### src/rtl/core/plis_pkg.sv
// ----------------------------------------------------------------------------
// plis_pkg
// Shared constants, types and codes of the prefix LIS max-tree engine.
// ----------------------------------------------------------------------------
package plis_pkg;

  localparam int VALUE_BITS  = 10;
  localparam int LENGTH_BITS = 16;

  // Tree nodes 1 .. 2*LEAF_COUNT-1; entry 0 is never used
  localparam int NODE_BITS   = VALUE_BITS + 1;
  localparam int NODE_COUNT  = 1 << NODE_BITS;
  localparam int LEAF_COUNT  = 1 << VALUE_BITS;
  localparam int SUM_BITS    = NODE_BITS + 1;
  localparam int LVL_BITS    = $clog2(VALUE_BITS + 2);

  localparam logic [LVL_BITS-1:0]    LVL_LAST   = LVL_BITS'(VALUE_BITS + 1);
  localparam logic [LENGTH_BITS-1:0] LENGTH_MAX = '1;

  typedef logic [VALUE_BITS-1:0]  value_t;
  typedef logic [LENGTH_BITS-1:0] length_t;
  typedef logic [NODE_BITS-1:0]   node_addr_t;
  typedef logic [LVL_BITS-1:0]    lvl_t;

  localparam logic OP_PUSH  = 1'b0;
  localparam logic OP_QUERY = 1'b1;

  typedef enum logic [2:0] {
    ST_CLEAR,
    ST_IDLE,
    ST_SCAN,
    ST_RAISE,
    ST_DONE
  } seq_state_t;

  typedef struct packed {
    logic       we;
    node_addr_t waddr;
    length_t    wdata;
    logic       re;
    node_addr_t raddr;
  } mem_req_t;

  typedef struct packed {
    logic   start;
    logic   operation;
    value_t value;
    logic   slot_free;
  } seq_cmd_t;

  typedef struct packed {
    logic    ready;
    logic    done;
    length_t length;
  } seq_stat_t;

endpackage

### src/rtl/core/plis_seq.sv
// ----------------------------------------------------------------------------
// plis_seq
// Sequencer of the max tree: clearing pass, prefix scan one level a cycle,
// then, for a push, read-modify-write of the leaf-to-root path one level a cycle.
// ----------------------------------------------------------------------------
module plis_seq (
  input  logic                clk,
  input  logic                rst_n,
  input  plis_pkg::seq_cmd_t  cmd,
  output plis_pkg::seq_stat_t stat,
  output plis_pkg::mem_req_t  mem_req,
  input  plis_pkg::length_t   mem_rdata
);

  import plis_pkg::*;

  seq_state_t state_r, state_nxt;
  node_addr_t clr_r, clr_nxt;
  logic       op_r, op_nxt;
  node_addr_t hi_r, hi_nxt;
  lvl_t       lvl_r, lvl_nxt;
  length_t    best_r, best_nxt;
  length_t    len_r, len_nxt;
  logic       rd_pend_r, rd_pend_nxt;
  node_addr_t waddr_r, waddr_nxt;

  logic [SUM_BITS-1:0] node_sum;
  logic [SUM_BITS-1:0] node_shift;
  logic [SUM_BITS-1:0] sib_node;
  node_addr_t          hi_shift;
  length_t             best_acc;

  // Node on the leaf path at the current level, and its left neighbour
  assign node_sum   = SUM_BITS'(LEAF_COUNT) + {1'b0, hi_r};
  assign node_shift = node_sum >> lvl_r;
  assign sib_node   = node_shift - SUM_BITS'(1);
  assign hi_shift   = hi_r >> lvl_r;
  assign best_acc   = (rd_pend_r && (mem_rdata > best_r)) ? mem_rdata : best_r;

  always_ff @(posedge clk) begin
    if (!rst_n) begin
      state_r   <= ST_CLEAR;
      clr_r     <= '0;
      rd_pend_r <= 1'b0;
    end else begin
      state_r   <= state_nxt;
      clr_r     <= clr_nxt;
      rd_pend_r <= rd_pend_nxt;
    end
  end

  always_ff @(posedge clk) begin
    op_r    <= op_nxt;
    hi_r    <= hi_nxt;
    lvl_r   <= lvl_nxt;
    best_r  <= best_nxt;
    len_r   <= len_nxt;
    waddr_r <= waddr_nxt;
  end

  always_comb begin
    state_nxt = state_r;
    unique case (state_r)
      ST_CLEAR: begin
        if (clr_r == '1) state_nxt = ST_IDLE;
      end
      ST_IDLE: begin
        if (cmd.start) state_nxt = ST_SCAN;
      end
      ST_SCAN: begin
        if (lvl_r == LVL_LAST) state_nxt = (op_r == OP_PUSH) ? ST_RAISE : ST_DONE;
      end
      ST_RAISE: begin
        if (lvl_r == LVL_LAST) state_nxt = ST_DONE;
      end
      ST_DONE: begin
        if (cmd.slot_free) state_nxt = ST_IDLE;
      end
      default: state_nxt = ST_IDLE;
    endcase
  end

  always_comb begin
    clr_nxt     = clr_r;
    op_nxt      = op_r;
    hi_nxt      = hi_r;
    lvl_nxt     = lvl_r;
    best_nxt    = best_r;
    len_nxt     = len_r;
    rd_pend_nxt = 1'b0;
    waddr_nxt   = waddr_r;
    mem_req     = '0;
    unique case (state_r)
      ST_CLEAR: begin
        mem_req.we    = 1'b1;
        mem_req.waddr = clr_r;
        mem_req.wdata = '0;
        clr_nxt       = clr_r + NODE_BITS'(1);
      end
      ST_IDLE: begin
        if (cmd.start) begin
          op_nxt   = cmd.operation;
          // a query bound is inclusive: scan leaves below bound plus one
          hi_nxt   = (cmd.operation == OP_QUERY) ? ({1'b0, cmd.value} + NODE_BITS'(1))
                                                 : {1'b0, cmd.value};
          lvl_nxt  = '0;
          best_nxt = '0;
        end
      end
      ST_SCAN: begin
        best_nxt = best_acc;
        if (lvl_r != LVL_LAST) begin
          if (hi_shift[0]) begin
            mem_req.re    = 1'b1;
            mem_req.raddr = sib_node[NODE_BITS-1:0];
            rd_pend_nxt   = 1'b1;
          end
          lvl_nxt = lvl_r + LVL_BITS'(1);
        end else begin
          lvl_nxt = '0;
          if (op_r == OP_PUSH) begin
            len_nxt = (best_acc == LENGTH_MAX) ? LENGTH_MAX : best_acc + LENGTH_BITS'(1);
          end else begin
            len_nxt = best_acc;
          end
        end
      end
      ST_RAISE: begin
        if (rd_pend_r) begin
          mem_req.we    = 1'b1;
          mem_req.waddr = waddr_r;
          mem_req.wdata = (mem_rdata > len_r) ? mem_rdata : len_r;
        end
        if (lvl_r != LVL_LAST) begin
          mem_req.re    = 1'b1;
          mem_req.raddr = node_shift[NODE_BITS-1:0];
          waddr_nxt     = node_shift[NODE_BITS-1:0];
          rd_pend_nxt   = 1'b1;
          lvl_nxt       = lvl_r + LVL_BITS'(1);
        end
      end
      ST_DONE: begin
      end
      default: begin
      end
    endcase
  end

  assign stat.ready  = (state_r == ST_IDLE);
  assign stat.done   = (state_r == ST_DONE);
  assign stat.length = len_r;

  a_no_node_zero: assert property (@(posedge clk) disable iff (!rst_n)
    (state_r != ST_CLEAR && mem_req.we) |-> (mem_req.waddr != '0))
    else $error("tree write to unused entry zero");

  a_raise_covers_len: assert property (@(posedge clk) disable iff (!rst_n)
    (state_r == ST_RAISE && mem_req.we) |-> (mem_req.wdata >= len_r))
    else $error("raise wrote a value below the new length");

  a_push_nonzero: assert property (@(posedge clk) disable iff (!rst_n)
    (state_r == ST_DONE && op_r == OP_PUSH) |-> (len_r != '0))
    else $error("push produced a zero length");

  a_scan_one_read: assert property (@(posedge clk) disable iff (!rst_n)
    (state_r != ST_SCAN && state_r != ST_RAISE) |-> !mem_req.re)
    else $error("tree read outside scan or raise");

endmodule

### config.mk
export PLATFORM = sky130hd
export DESIGN_NAME = plis_seq
export DESIGN_NICKNAME = d
export VERILOG_FILES = /design/src/rtl/core/plis_pkg.sv /design/src/rtl/core/plis_seq.sv
export SDC_FILE = /design/constraint.sdc
export NUM_CORES = 1
export LEC_CHECK = 0
export ABC_AREA = 1
export BUFFER_PORTS_ARGS = -buffer_cell sky130_fd_sc_hd__buf_2
export CAP_MARGIN = 20
export CORE_MARGIN = 3
export CORE_UTILIZATION = 54
export CTS_BUF_LIST = sky130_fd_sc_hd__clkbuf_4
export DETAILED_ROUTE_END_ITERATION = 10
export PLACE_DENSITY = 0.88
export SLEW_MARGIN = 20
export SYNTH_ARGS = -nofsm -noshare
export SYNTH_HDL_FRONTEND = slang
export SYNTH_SLANG_ARGS = --single-unit
export TNS_END_PERCENT = 10
### constraint.sdc
create_clock -name clk -period 2.7 [get_ports clk]
set_input_delay 0.54 -clock clk [delete_from_list [all_inputs] [get_ports clk]]
set_output_delay 0.54 -clock clk [all_outputs]
set_load 0.03 [all_outputs]
==> results by group <==
Worst setup path
  • CP Launch Type: flop
  • R2R Path Start: best_r[3]
  • Crit-path max FO: 7
  • Crit path kind: reg -> out
  • Worst path required time: 2160 ps
  • CP Data Arrival Time: between 2000 and 3000 ps
  • Critical path endpoint category: primary output
  • Worst setup path start: lvl_r[0]

Yosys
  • #FFs+latches synth: 74
  • Synth Warn #: 0
  • Netlist cell types: 46
  • Post-synth EDFFs: 59
  • Total nets after synthesis: 849
  • Cell area after synthesis: 0.005738 mm²
  • Async set-reset flop share out of synthesis: 0
  • Synth Flop Type: edfxtp_1
  • Seq/Total Area, Yosys: 0.3611
  • Syn avg cell area: 7.356 µm²
  • Mapped Cells: 780

Routing
  • Number of nets with antenna violations after routing: 0
  • # DRC: 0
  • Total Routed Length: around 19 mm
  • Routed len/inst: 16.69 µm
  • Detailed Route Iter0 Violations: between 800 and 900
  • Drt first pass iters: 5
  • Vias post-DR: 6363
  • Via-to-Cell Ratio: 5.732

Pwr
  • PD cells: 616.6 mW/mm²
  • P_leak: around 3.6 nW
  • Comb pwr share: 0.524
  • Sw frac: 0.4320
  • Cell Int Power: between 2 and 3 mW
  • Max VDD drop: 0.4659 mV
  • Clock network fraction of design power: 0.163
  • NetSw: 2.064 mW
  • Sequential Power Share: 0.313

Clock tree
  • CTS tree: done
  • Root Driver: clkbuf_4
  • H-tree levels: 3
  • Cts bufs inserted: 9
  • Clk sinks: 74
  • Clock transition at path regs: 150 ps
  • # hold bufs at CTS: 0
  • Worst skew pair latency: 470 ps
  • Clock buffer depth: 2

Placement
  • Buffers on Ports: between 80 and 90
  • Detailed Place HPWL: ~12 mm
  • GPL Wtd Cong: 0.9260
  • DP Cell Count: 1085

Job
  • Max-cap violations: 0

Timing
  • Slew HR: 0.6724
  • Post-route minimum period: 3374 ps
  • Max Slew Vio Count: 0
  • RSZ-0062 raised after global routing: true
  • Crit share post-route: 1.250
  • Final Setup Violations: 44
  • Final worst-path setup slack: -673.8 ps
  • Final hold vios: 0
  • Max Freq: 296.4 MHz
  • Final hold slack: 359.5 ps
  • Clock skew: 29.67 ps
  • Least-Margin Pin Slew: 487.6 ps

GRT
  • Vias in the first global route: 5742
  • First-pass GRT wire length: roughly 26 mm
  • Initial antenna violation count: 0
  • Total global-route track usage: 0.2812
  • Largest net degree at the start of global routing: 28
  • Gr ovfl total: 0

Cells and area
  • Layout fillers: 638
  • Final Net Count: 1038
  • Non-Filler Instances: approximately 1100
  • Syn-to-layout area delta: 35.04%
  • Commonest non-fill, non-tap cell in the layout: nand2_1
  • Diode count: 0
  • Layout cells sized above 1: 0.3542
  • Commonest cells after routing, fill and taps aside: nand2_1 (162), buf_4 (124), inv_1 (100), nor2_1 (78), edfxtp_1 (59)

Floorplan
  • Num rows: 37
  • Die area: 0.01190 mm²
  • Core Region: about 0.010 mm²
  • I/O pins: 89
  • Die Height: 109.1 µm
  • Initial Util: 0.5558
  • Die width: between 100 and 150 µm

Status
  • Failing checks: negative setup slack
  • Status: complete, but fails checks

Worst hold path
  • Min-Delay Path Class: in -> reg
  • Min-delay src: rst_n
cells by family (layout without fill, tap and decap cells):
kind of cell	Yosys count	in the layout	share of synthesized area
adder cells (fa/ha/maj)	38	38	0.08286
AO/OA/AOI/OAI	125	125	0.1215
flip-flops	74	74	0.3611
buffers and inverters	133	327	0.09507
XOR/XNOR	11	11	0.01679
AND/OR/NAND/NOR	398	398	0.3208
multiplexers	1	1	0.001962
flip-flops by register name (all words and copies together) (netlist names):
name / flops
clr_r: 11
op_r: 1
lvl_r: 4
len_r: 16
hi_r: 11
state_r: 3
rd_pend_r: 1
waddr_r: 11
best_r: 16
power groups by stage:
stage | logic (mW) | registers (mW) | clock network (mW)
finish | 2.50 | 1.49 | 0.781
global route | 2.70 | 1.51 | 0.824
CTS | 2.08 | 1.48 | 0.772
detailed placement | 1.91 | 1.50 | 0
global placement | 1.85 | 1.50 | 0
floorplan | 1.16 | 1.47 | 0
path summary, 6_finish.rpt:
check	to	slack (ps)	cells past startpoint
worst max register to register	len_r[14]	-190	17
worst min register to register	clr_r[6]	500	2
worst min-delay path	clr_r[5]	360	3
worst max-delay path	mem_req[10]	-670	14
worst max-delay path, stage by stage, from the launching register on:
cell      delay [ps]
edfxtp_1         510
inv_2            110
buf_6            150
nand2_2           60
nand2_2           60
o211ai_1         330
nand3_2          210
nor2_4           180
nand2_2           70
nor3_2           200
nand2_1          100
nand2_2          100
nand3_2           70
nand2_2          100
buf_6            130
synthesized netlist by cell type, types with 5 or more instances:
cell | n | area, µm²
nand2_1 | 181 | 679.4
inv_1 | 106 | 397.9
nor2_1 | 88 | 330.3
edfxtp_1 | 59 | 1772
nand3_1 | 49 | 245.2
o21ai_0 | 46 | 230.2
a21oi_1 | 45 | 225.2
ha_1 | 38 | 475.5
nor3_1 | 21 | 105.1
dfxtp_1 | 15 | 300.3
nand2_2 | 12 | 75.07
nand3_2 | 11 | 110.1
clkbuf_1 | 10 | 37.54
nand3b_1 | 10 | 75.07
xor2_1 | 9 | 78.83
nor2_2 | 8 | 50.05
o21ai_1 | 8 | 40.04
o211ai_1 | 6 | 45.04
buf_6 | 5 | 56.30
nor2_4 | 5 | 56.30
o22ai_1 | 5 | 31.28
routing by layer:
layer / routed length, µm / share of wire / GRT usage
met2: 8836 / 0.48 / 0.4768
met4: 834 / 0.045 / 0.09829
met1: 7013 / 0.38 / 0.3598
met3: 1847 / 0.10 / 0.05092
met5: 0 / 0 / 0
area by class of cell:
type	instances	area, µm²	share of cell area
clock inverters	7	80.08	0.01033
repair buffers	199	1481	0.1912
multi-input cells	573	3447	0.4449
flip-flops and latches	74	2073	0.2676
inverters	112	429.2	0.05539
well taps	136	170.2	0.02196
clock buffers	9	67.56	0.008720
metrics by stage:
| step | TNS [ps] | setup WS (ps) | power [mW] | instance area (µm²) | utilization |
|---|---|---|---|---|---|
| 2_1_floorplan | -4224 | -250.3 | 2.632 | 5758 | - |
| 3_3_place_gp | -5719 | -222.9 | 3.352 | 7043 | 0.6822 |
| 3_5_place_dp | -8020 | -284.0 | 3.410 | 7043 | 0.6822 |
| 4_1_cts | -11790 | -517.9 | 4.333 | 7478 | 0.7244 |
| 5_1_grt | -23110 | -909.7 | 5.027 | 7749 | 0.7506 |
| 6_report | -16740 | -673.8 | 4.778 | 7749 | 0.7506 |
repair_timing:
action | CTS | global route
setup endpoints to repair | 44 | 55
buffers inserted | 3 | 5
pin swaps | 13 | 25
gates cloned | 1 | 0
gates resized for setup | 82 | 73
hold endpoints to repair | 0 | 0
No activity file was read; power rests on OpenSTA's default activity.
